File: config.mk
export PLATFORM = sky130hd
export DESIGN_NAME = json_string_unescaper_core
export DESIGN_NICKNAME = d
export VERILOG_FILES = /design/src/jsu_pkg.sv /design/src/json_string_unescaper_core.sv
export SDC_FILE = /design/constraint.sdc
export NUM_CORES = 1
export LEC_CHECK = 0
export BUFFER_PORTS_ARGS = -buffer_cell sky130_fd_sc_hd__buf_2
export CORE_UTILIZATION = 30
export DETAILED_ROUTE_END_ITERATION = 12
export GPL_TIMING_DRIVEN = 0
export PLACE_DENSITY = 0.56
export SLEW_MARGIN = 20
export SYNTH_ARGS = -nofsm -noshare
export SYNTH_HDL_FRONTEND = slang
export SYNTH_SLANG_ARGS = --single-unit
File: constraint.sdc
create_clock -name clk -period 4.3 [get_ports clk]
set_input_delay 0.86 -clock clk [delete_from_list [all_inputs] [get_ports clk]]
set_output_delay 0.86 -clock clk [all_outputs]
set_load 0.05 [all_outputs]
File: src/jsu_pkg.sv
`timescale 1ns / 1ps
`default_nettype none
// ----------------------------------------------------------------------------
// jsu_pkg
// Shared types, character codes and helpers for the JSON string unescaper.
// ----------------------------------------------------------------------------
package jsu_pkg;

  // result codes carried by the end item
  typedef enum logic [2:0] {
    ERR_OK          = 3'd0,
    ERR_FRAMING     = 3'd1,
    ERR_BARE_QUOTE  = 3'd2,
    ERR_UNKNOWN_ESC = 3'd3,
    ERR_BAD_HEX     = 3'd4,
    ERR_CUT_OFF     = 3'd5
  } err_t;

  // characters the parser reacts to
  localparam logic [7:0] CH_QUOTE  = 8'h22;
  localparam logic [7:0] CH_BSLASH = 8'h5C;
  localparam logic [7:0] CH_SLASH  = 8'h2F;
  localparam logic [7:0] CH_B      = 8'h62;
  localparam logic [7:0] CH_F      = 8'h66;
  localparam logic [7:0] CH_R      = 8'h72;
  localparam logic [7:0] CH_N      = 8'h6E;
  localparam logic [7:0] CH_T      = 8'h74;
  localparam logic [7:0] CH_U      = 8'h75;
  localparam logic [7:0] CH_X      = 8'h78;

  // control bytes produced by the single-letter escapes
  localparam logic [7:0] BYTE_BS = 8'h08;
  localparam logic [7:0] BYTE_FF = 8'h0C;
  localparam logic [7:0] BYTE_CR = 8'h0D;
  localparam logic [7:0] BYTE_LF = 8'h0A;
  localparam logic [7:0] BYTE_HT = 8'h09;

  // bytes still copied verbatim after a unicode escape
  localparam logic [2:0] UNI_COPY_LEN = 3'd4;

  // one result item
  typedef struct packed {
    logic [7:0] data;
    logic       is_end;
    err_t       code;
  } item_t;

  // hex character decode: {valid, nibble}
  function automatic logic [4:0] hex_digit(input logic [7:0] c);
    logic [7:0] d;
    d = 8'h00;
    if (c inside {[8'h30:8'h39]}) begin
      return {1'b1, c[3:0]};
    end else if (c inside {[8'h61:8'h66]}) begin
      d = c - 8'h57;
      return {1'b1, d[3:0]};
    end else if (c inside {[8'h41:8'h46]}) begin
      d = c - 8'h37;
      return {1'b1, d[3:0]};
    end
    return 5'b0_0000;
  endfunction

endpackage : jsu_pkg
`default_nettype wire

File: src/json_string_unescaper_core.sv
`timescale 1ns / 1ps
`default_nettype none
// ----------------------------------------------------------------------------
// json_string_unescaper_core
// Streaming decoder for one quoted JSON string: checks the framing quotes,
// decodes backslash escapes (a unicode escape is copied through as written)
// and closes each string with an end item that carries its error code.
// ----------------------------------------------------------------------------
//  channel | direction | handshake          | payload
//  in      | input     | in_valid/in_stall  | in_byte, in_last
//  out     | output    | out_valid/out_stall| out_byte, is_end, error_code
//
//  One input request per cycle while in_stall is low; its results are in the
//  result queue in the cycle after acceptance. A unicode escape writes two
//  results at once into the four-entry result queue, so in_stall rises while
//  the queue holds three or more entries. Synchronous active-high reset empties
//  the queue and returns the parser to waiting for an opening quote.
// ----------------------------------------------------------------------------
module json_string_unescaper_core (
  input  wire              clk,
  input  wire              rst,
  input  wire              in_valid,
  output logic             in_stall,
  input  wire  [7:0]       in_byte,
  input  wire              in_last,
  output logic             out_valid,
  input  wire              out_stall,
  output logic [7:0]       out_byte,
  output logic             is_end,
  output logic [2:0]       error_code
);
  import jsu_pkg::*;

  typedef enum logic [2:0] {
    PH_OPEN   = 3'd0,
    PH_BODY   = 3'd1,
    PH_ESC    = 3'd2,
    PH_HEX_HI = 3'd3,
    PH_HEX_LO = 3'd4,
    PH_UNI    = 3'd5,
    PH_SKIP   = 3'd6
  } phase_t;

  // parser state
  phase_t     phase, phase_next;
  logic [2:0] unicode_left, unicode_left_next;
  logic [7:0] hex_high, hex_high_next;
  err_t       pend_err, pend_err_next;

  // result queue
  item_t      queue [4];
  logic [1:0] wptr, rptr;
  logic [2:0] count, count_next;

  logic       in_acc, out_acc;
  logic [1:0] n_items;
  item_t      item0, item1;
  logic [4:0] hex_hi_dec, hex_lo_dec;
  logic [2:0] left_dec;
  err_t       end_code;

  // handshakes
  assign in_stall  = (count > 3'd2);
  assign in_acc    = in_valid && !in_stall;
  assign out_valid = (count != 3'd0);
  assign out_acc   = out_valid && !out_stall;

  assign hex_hi_dec = hex_digit(hex_high);
  assign hex_lo_dec = hex_digit(in_byte);
  assign left_dec   = (unicode_left != 3'd0) ? unicode_left - 3'd1 : 3'd0;

  // code of the end item
  always_comb begin
    if (phase == PH_OPEN) begin
      end_code = ERR_FRAMING;
    end else if (in_byte != CH_QUOTE) begin
      end_code = ERR_FRAMING;
    end else if (pend_err != ERR_OK) begin
      end_code = pend_err;
    end else if (phase == PH_ESC || phase == PH_HEX_HI || phase == PH_HEX_LO) begin
      end_code = ERR_CUT_OFF;
    end else begin
      end_code = ERR_OK;
    end
  end

  // decode one byte
  always_comb begin
    phase_next        = phase;
    unicode_left_next = unicode_left;
    hex_high_next     = hex_high;
    pend_err_next     = pend_err;
    n_items           = 2'd0;
    item0             = '{data: in_byte, is_end: 1'b0, code: ERR_OK};
    item1             = '{data: CH_U, is_end: 1'b0, code: ERR_OK};
    if (in_last) begin
      n_items           = 2'd1;
      item0             = '{data: 8'h00, is_end: 1'b1, code: end_code};
      phase_next        = PH_OPEN;
      unicode_left_next = 3'd0;
      hex_high_next     = 8'h00;
      pend_err_next     = ERR_OK;
    end else begin
      case (phase)
        PH_OPEN: begin
          if (in_byte == CH_QUOTE) begin
            phase_next = PH_BODY;
          end else begin
            phase_next    = PH_SKIP;
            pend_err_next = ERR_FRAMING;
          end
        end
        PH_BODY: begin
          if (in_byte == CH_QUOTE) begin
            phase_next    = PH_SKIP;
            pend_err_next = ERR_BARE_QUOTE;
          end else if (in_byte == CH_BSLASH) begin
            phase_next = PH_ESC;
          end else begin
            n_items = 2'd1;
          end
        end
        PH_ESC: begin
          phase_next = PH_BODY;
          case (in_byte)
            CH_BSLASH, CH_QUOTE, CH_SLASH: n_items = 2'd1;
            CH_B: begin
              n_items    = 2'd1;
              item0.data = BYTE_BS;
            end
            CH_F: begin
              n_items    = 2'd1;
              item0.data = BYTE_FF;
            end
            CH_R: begin
              n_items    = 2'd1;
              item0.data = BYTE_CR;
            end
            CH_N: begin
              n_items    = 2'd1;
              item0.data = BYTE_LF;
            end
            CH_T: begin
              n_items    = 2'd1;
              item0.data = BYTE_HT;
            end
            CH_U: begin
              n_items           = 2'd2;
              item0.data        = CH_BSLASH;
              unicode_left_next = UNI_COPY_LEN;
              phase_next        = PH_UNI;
            end
            CH_X: phase_next = PH_HEX_HI;
            default: begin
              phase_next    = PH_SKIP;
              pend_err_next = ERR_UNKNOWN_ESC;
            end
          endcase
        end
        PH_HEX_HI: begin
          hex_high_next = in_byte;
          phase_next    = PH_HEX_LO;
        end
        PH_HEX_LO: begin
          hex_high_next = 8'h00;
          if (!hex_hi_dec[4] || !hex_lo_dec[4]) begin
            phase_next    = PH_SKIP;
            pend_err_next = ERR_BAD_HEX;
          end else begin
            n_items    = 2'd1;
            item0.data = {hex_hi_dec[3:0], hex_lo_dec[3:0]};
            phase_next = PH_BODY;
          end
        end
        PH_UNI: begin
          n_items           = 2'd1;
          unicode_left_next = left_dec;
          if (left_dec == 3'd0) begin
            phase_next = PH_BODY;
          end
        end
        default: ;
      endcase
    end
  end

  // queue occupancy
  always_comb begin
    count_next = count;
    if (in_acc) begin
      count_next = count_next + {1'b0, n_items};
    end
    if (out_acc) begin
      count_next = count_next - 3'd1;
    end
  end

  // state and result queue
  always_ff @(posedge clk) begin
    if (rst) begin
      phase        <= PH_OPEN;
      unicode_left <= 3'd0;
      hex_high     <= 8'h00;
      pend_err     <= ERR_OK;
      wptr         <= 2'd0;
      rptr         <= 2'd0;
      count        <= 3'd0;
    end else begin
      count <= count_next;
      if (out_acc) begin
        rptr <= rptr + 2'd1;
      end
      if (in_acc) begin
        phase        <= phase_next;
        unicode_left <= unicode_left_next;
        hex_high     <= hex_high_next;
        pend_err     <= pend_err_next;
        wptr         <= wptr + n_items;
        if (n_items != 2'd0) begin
          queue[wptr] <= item0;
        end
        if (n_items == 2'd2) begin
          queue[wptr + 2'd1] <= item1;
        end
      end
    end
  end

  // output fields
  assign out_byte   = queue[rptr].data;
  assign is_end     = queue[rptr].is_end;
  assign error_code = queue[rptr].code;

  // checks
  a_last_resets: assert property (@(posedge clk) disable iff (rst)
    in_acc && in_last |=> phase == PH_OPEN)
    else $error("parser not back at opening quote after string end");

  a_uni_left: assert property (@(posedge clk) disable iff (rst)
    unicode_left != 3'd0 |-> phase == PH_UNI)
    else $error("unicode copy count live outside unicode phase");

  a_queue_bound: assert property (@(posedge clk) disable iff (rst)
    count <= 3'd4)
    else $error("result queue overfilled");

  a_end_fields: assert property (@(posedge clk) disable iff (rst)
    out_valid && is_end |-> out_byte == 8'h00)
    else $error("end item carries a data byte");

  a_data_code: assert property (@(posedge clk) disable iff (rst)
    out_valid && !is_end |-> error_code == 3'd0)
    else $error("data item carries an error code");

endmodule : json_string_unescaper_core
`default_nettype wire
==> results of run 1 <==
worst max-delay path, delay by kind of cell:
| family | cells | cell delay (ns) |
|---|---|---|
| buf+inv | 3 | 0.39 |
| fa+ha+maj | 4 | 1.28 |
| simple gates | 3 | 0.72 |
| compound gates | 5 | 0.98 |
state kept, by name (all words and copies together) (netlist names), named ones only:
name	cells
hex_high	8
wptr	2
rptr	2
pend_err	3
queue	48
unicode_left	3
count	3
phase	3
per-layer routing:
metal | part of all wire | wire length [µm]
met1 | 0.46 | 6500
met2 | 0.45 | 6390
met3 | 0.059 | 832
met4 | 0.033 | 462
met5 | 0 | 0
cell usage after synthesis (5+ instances only):
cell type	instances	area [µm²]
or2_2	6	37.5
nor2_1	43	161
inv_1	16	60.1
a21oi_1	51	255
mux2i_1	9	90.1
o21ai_0	46	230
a211oi_1	7	52.6
dfxtp_1	74	1480
o21bai_1	5	37.5
ha_1	14	175
a32o_1	5	50.1
and3_1	5	31.3
or4_1	5	37.5
nor2b_1	8	50.1
nor3b_1	6	45.0
and2_1	6	37.5
mux4_2	12	270
a31oi_1	9	56.3
nand2_1	51	191
nand3_1	38	190
buf_2	10	50.1
nor3_1	12	60.1
clkbuf_1	29	109
through the flow:
step	total power, mW	hold slack (ns)	std cells	setup slack (ns)
2_1_floorplan	1.75	0.428	565	0.564
3_3_place_gp	1.98	0.440	776	-0.187
3_5_place_dp	2.00	0.447	776	-0.282
4_1_cts	2.78	0.456	792	0.0721
5_1_grt	2.92	0.483	791	0.0379
6_report	2.77	0.449	791	0.314
logic make-up (layout without fill, tap and decap cells):
| logic type | Yosys count | in the layout | synth area share |
|---|---|---|---|
| multiplexers | 22 | 22 | 0.0802 |
| AO/OA/AOI/OAI | 174 | 174 | 0.252 |
| adder cells (fa/ha/maj) | 15 | 15 | 0.0421 |
| buffers and inverters | 59 | 97 | 0.0521 |
| XOR/XNOR | 6 | 6 | 0.0113 |
| flip-flops | 74 | 74 | 0.320 |
| AND/OR/NAND/NOR | 215 | 215 | 0.243 |
placed cells by master, fill, tap and decap left out, types with 4 or more instances in the layout:
master / Yosys / layout
dfxtp_1: 74 / 74
nand2_1: 51 / 51
a21oi_1: 51 / 51
o21ai_0: 46 / 46
nor2_1: 43 / 43
nand3_1: 38 / 38
buf_2: 10 / 33
clkbuf_1: 29 / 28
inv_1: 16 / 16
ha_1: 14 / 14
mux4_2: 12 / 12
nor3_1: 12 / 11
mux2i_1: 9 / 9
a31oi_1: 9 / 9
clkbuf_16: 0 / 9
nor2b_1: 8 / 8
a211oi_1: 7 / 7
nor3b_1: 6 / 6
and2_1: 6 / 6
or2_2: 6 / 6
o21bai_1: 5 / 5
and3_1: 5 / 5
or4_1: 5 / 5
a32o_1: 5 / 5
or3_1: 4 / 4
nand2b_1: 4 / 4
nand3b_1: 4 / 4
xnor2_1: 4 / 4
a221o_1: 4 / 4
power breakdown:
group / switching (mW) / leakage (nW) / total, mW / internal (mW)
combinational: 0.706 / 1.25 / 1.08 / 0.372
clock: 0.321 / 0.142 / 0.774 / 0.453
sequential: 0.0923 / 0.603 / 0.918 / 0.825
total: 1.12 / 1.99 / 2.77 / 1.65
layout make-up:
class	instances	area (µm²)	share of cell area
buffer	42	178	0.0334
sequential	74	1480	0.279
tap	188	235	0.0443
multi-input combinational	432	2940	0.554
clock inverter	7	76.3	0.0144
timing repair buffer	23	115	0.0217
clock buffer	9	225	0.0424
inverter	16	60.1	0.0113
path summary, 6_finish.rpt:
kind	endpoint	startpoint	slack [ns]	depth (start not counted)
setup / recovery	count[1]	in_byte[0]	0.31	15
hold / removal	hex_high[5]	hex_high[5]	0.45	2
setup reg to reg	count[2]	phase[2]	0.78	15
hold reg to reg	hex_high[5]	hex_high[5]	0.45	2
timing repair:
action                                 4_1_cts  5_1_grt
setup endpoints to repair                    0        2
gates resized for setup                      0        4
endpoints found under the hold margin        0        0
==> summary.md, run 1 <==
| Metric | Value |
|---|---|
| Status | completed |
| CP endpoint kind | flip-flop |
| Global route hottest layer | met2 |
| Post-route minimum period | 3.99 ns |
| Clock insertion delay at the later pin of the skew report | 0.34 ns |
| Met2 usage | 0.297 |
| Slew headroom | 0.362 |
| Setup_tns | 0 ns |
| Met1 Use GR | 0.239 |
| Die area | 16000 µm² |
| Worst VDD drop | 0.000444 V |
| Die height | 126 µm |
| Min-Delay Path Class | reg -> reg |
| Largest net degree at the start of global routing | 15 |
| Clk root buf | clkbuf_16 |
| Placed inst area | 4990 µm² |
| Post-synth EDFFs | 0 |
| Max-slew violations | 0 |
| Final wirelength | 14.2 mm |
| # H-tree levels | 3 |
| Number of DRC markers in iteration 0 | 428 |
| Share of post-route cells with drive strength above 1 | 0.144 |
| Hold Buf Count CTS | 0 |
| Async set-reset flop share out of synthesis | 0 |
| Max-cap violations | 0 |
| Vias per cell | 5.73 |
| Gpl congestion | 0.914 |
| CORE AREA | 15100 µm² |
| Most common cell on crit path | ha_1 |
| CP Max Fanout | 7 |
| Global-route wire length before repair | 23.3 mm |
| Clock skew | 0.00958 ns |
| Final Cycle Share | 0.927 |
| Fin util | 0.351 |
| Post-synth top flop | dfxtp_1 |
| P&R area growth vs syn | 14.6% |
| Post-route ant nets | 0 |
| Global Route met3 Usage | 0.0304 |
| Avg Cell Area, Syn | 8.20 µm² |
| Final setup fails | 0 |
| PD cells | 521 nW/µm² |
| Grt total ovfl | 0 |
| Cell variety after synth | 76 |
| DR WL/cell | 17.9 µm |
| Post-synthesis cell area | 4640 µm² |
| Vias in the first global route | 4491 |
| CTS tree | yes |
| Cts bufs inserted | 9 |
| DR DRC count | 0 |
| Critical path class | in -> reg |
| Highest clock rate | 251 MHz |
| CP max stage delay | 0.43 ns |
| Mapped Cells | 565 |
| Total Routing Usage GR | 0.185 |
| Crit-path cells | buf_2 -> inv_1 -> ha_1 -> nand4_1 -> nor4b_4 -> o21ai_0 -> a21oi_2 -> o221ai_1 -> ha_1 -> inv_1 -> fa_1 -> nor2_1 -> a21oi_1 -> ha_1 -> a211oi_1 |
| Slowest stage cell, crit path | nor4b_4 |
| I/O pin count | 27 |
| Port bufs | 23 |
| Post-synthesis net count | 593 |
| Fill cell count | 1524 |
| WP data required | 4.55 ns |
| Clock Pin Slew Worst Setup and Hold Paths | 0.06 ns |
| Initial antenna violation count | 0 |
| Pre-antenna DRT Iters | 5 |
| RSZ-0062 raised after global routing | no |
| Slew @ Worst Pin | 0.957 ns |
| Num Clock Sinks | 74 |
| Clk buf depth | 2 |
| Synth warnings | 0 |
| Initial Util | 0.306 |
| CP Launch Type | input pin |
| Post-CTS setup buffer count | 0 |
| P_leak | 1.99 nW |
| Antenna fix cells | 0 |
| Register bit total from synthesis | 74 |
| Hpwl dp | 10.2 mm |
| Final Hold Fails | 0 |
| Final Cell Area | 5310 µm² |
| Crit path DAT | 4.23 ns |
| Post-layout net count | 626 |
| Sequential element share of the synthesized area | 0.320 |
| Width of the die | 126 µm |
| Number of placement rows | 45 |
| Via count | 4532 |
Power figures use the tool's default switching activity.
==> run 2: changes to the inputs <==
Settings changed: BUFFER_PORTS_ARGS -buffer_cell sky130_fd_sc_hd__buf_2 to not set, DONT_BUFFER_PORTS set to 1, PLACE_DENSITY 0.56 to 0.55.
==> run 2 against run 1 <==
Flip-flop and latch count unchanged. Count of clock-buffer cells in the layout unchanged. Via count decreased by 0.42%. Wire length increased by 2.3%. Final cell count decreased by 2.8%. Sequential share of layout area increased by 0.67 points.
==> summary.md, run 2 (synthesis results as in run 1) <==
| Metric | Value |
|---|---|
| Most frequent cells in the layout | 74 x dfxtp_1, 51 x nand2_1, 51 x a21oi_1, 46 x o21ai_0, 43 x nor2_1 |
| Global-route wire length before repair | 23.5 mm (+0.92%) |
| Post-route minimum period | 3.90 ns (-0.0866 ns) |
| Number of DRC markers in iteration 0 | 420 (-1.9%) |
| Most flops, register | queue |
| CTS tree | yes |
| Num Clock Sinks | 74 (unchanged) |
| Post-layout net count | 604 (-3.5%) |
| Setup_tns | 0 ns (unchanged) |
| Slew @ Worst Pin | 0.934 ns (-0.0225 ns) |
| Share of post-route cells with drive strength above 1 | 0.108 (-0.0358) |
| Final setup fails | 0 (unchanged) |
| Crit path launch | in_byte[0] |
| Worst r2r src | phase[1] |
| Slowest stage cell, crit path | or3b_2 |
| Largest register FFs | 48 (unchanged) |
| CP Launch Type | input pin |
| CORE AREA | 15100 µm² (unchanged) |
| DR WL/cell | 18.9 µm (+5.2%) |
| Antenna fix cells | 0 (unchanged) |
| Crit-path cells | inv_1 -> ha_1 -> clkbuf_1 -> or3b_2 -> a21oi_1 -> nor4_2 -> o221ai_1 -> ha_1 -> inv_1 -> fa_1 -> nor2_1 -> a21oi_1 -> ha_1 -> nand2_1 -> xnor2_1 -> nor2_1 |
| Total Routing Usage GR | 0.188 (+0.00317) |
| Clk root buf | clkbuf_16 |
| Hold path depth | 2 (unchanged) |
| Max-slew violations | 0 (unchanged) |
| PD cells | 529 nW/µm² (+1.5%) |
| Final wirelength | 14.5 mm (+2.3%) |
| Cts bufs inserted | 9 (unchanged) |
| Post-cts gate resize count | 0 (unchanged) |
| Vias per cell | 5.87 (+2.4%) |
| Min-Delay Path Class | reg -> reg |
| Clock skew | 0.00652 ns (-0.00306 ns) |
| Hold endpoint | hex_high[5] |
| Final Cycle Share | 0.907 (-0.0201) |
| RSZ-0062 raised after global routing | no |
| Via count | 4513 (-0.42%) |
| Post-CTS setup buffer count | 0 (unchanged) |
| I/O pin count | 27 (unchanged) |
| R2r setup slk | 0.77 ns (about the same) |
| Die height | 126 µm (unchanged) |
| R2R Path End | count[2] |
| Largest net degree at the start of global routing | 16 (+1) |
| Width of the die | 126 µm (unchanged) |
| Most common cell after layout, fill and taps aside | dfxtp_1 |
| CP max stage delay | 0.48 ns (+0.05 ns) |
| Gpl congestion | 0.904 (-1.1%) |
| Slew headroom | 0.377 (+0.0150) |
| Hold Buf Count CTS | 0 (unchanged) |
| # H-tree levels | 3 (unchanged) |
| Max-cap violations | 0 (unchanged) |
| Die area | 16000 µm² (unchanged) |
| Highest clock rate | 256 MHz (+2.2%) |
| R2R cell count | 15 (unchanged) |
| Final Hold Fails | 0 (unchanged) |
| Final std cells w/o fill | 769 (-2.8%) |
| # placed instances | 753 (-3.0%) |
| P_leak | 1.88 nW (-5.4%) |
| P&R area growth vs syn | 11.9% |
| Pre-antenna DRT Iters | 5 (unchanged) |
| Min-delay src | hex_high[5] |
| Crit path DAT | 4.12 ns (-0.11 ns) |
| Worst VDD drop | 0.000301 V (-32%) |
| Critical path buffer and inverter count | 3 (unchanged) |
| CP Max Fanout | 9 (+2) |
| Crit-path leading delay family | adder cells |
| Initial Util | 0.306 (unchanged) |
| Fin util | 0.343 (-0.00826) |
| Largest regs | queue (48), hex_high (8) |
| Number of placement rows | 45 (unchanged) |
| Vias in the first global route | 4341 (-3.3%) |
| Total Power | 2.75 mW (-0.88%) |
| Initial antenna violation count | 0 (unchanged) |
| Port bufs | 0 (-100%) |
| Fill cell count | 1533 (+0.59%) |
| Hpwl dp | 10.4 mm (+1.8%) |
| DR DRC count | 0 (unchanged) |
| WP data required | 4.52 ns (-0.03 ns) |
| Clock Pin Slew Worst Setup and Hold Paths | 0.06 ns (about the same) |
| Grt total ovfl | 0 (unchanged) |
| Clk buf depth | 2 (unchanged) |
| Clock insertion delay at the later pin of the skew report | 0.34 ns (about the same) |
| Critical path class | in -> reg |
| Post-route ant nets | 0 (unchanged) |
| CP endpoint kind | flip-flop |
| Status | completed |
| Most common cell on crit path | ha_1 |
[run 2: power breakdown]
part           switching (mW)  total [mW]  internal, mW
registers              0.0954       0.921         0.825
clock network           0.331       0.791         0.461
logic                   0.701        1.03         0.333
total                    1.13        2.75          1.62
[run 2: tightest hold or removal path, cell delays in order, from the launching register on]
cell and delay, ns:
dfxtp_1 0.31, nand2_1 0.05, a21oi_1 0.05
[run 2: how the worst max path moves through the flow]
stage	end	cells past startpoint
after floorplan	count[1]	14
after global placement	count[2]	16
after detailed placement	count[1]	14
after CTS	count[1]	14
after global routing	count[2]	16
final	count[2]	16
[run 2: through the flow]
step | worst slack, ns | hold slack [ns] | cell area (µm²)
after floorplan | 0.564 | 0.428 | 4640
after global placement | -0.0302 | 0.444 | 4870
after detailed placement | -0.139 | 0.455 | 4870
after CTS | 0.220 | 0.464 | 5180
after global routing | 0.0770 | 0.484 | 5190
final | 0.400 | 0.460 | 5190
[run 2: final cells by class]
type / instances / area, µm² / share of cell area
multi-input cells: 432 / 2920 / 0.563
flip-flops and latches: 74 / 1480 / 0.286
well taps: 188 / 235 / 0.0453
clock buffers: 9 / 225 / 0.0434
plain buffers: 43 / 181 / 0.0350
clock inverters: 7 / 85.1 / 0.0164
inverters: 16 / 60.1 / 0.0116
[run 2: routing by layer]
| layer | wire length [µm] | GRT usage |
|---|---|---|
| met1 | 6610 | 0.255 |
| met2 | 6630 | 0.291 |
| met3 | 893 | 0.0358 |
| met4 | 372 | 0.0801 |
| met5 | 0 | 0 |
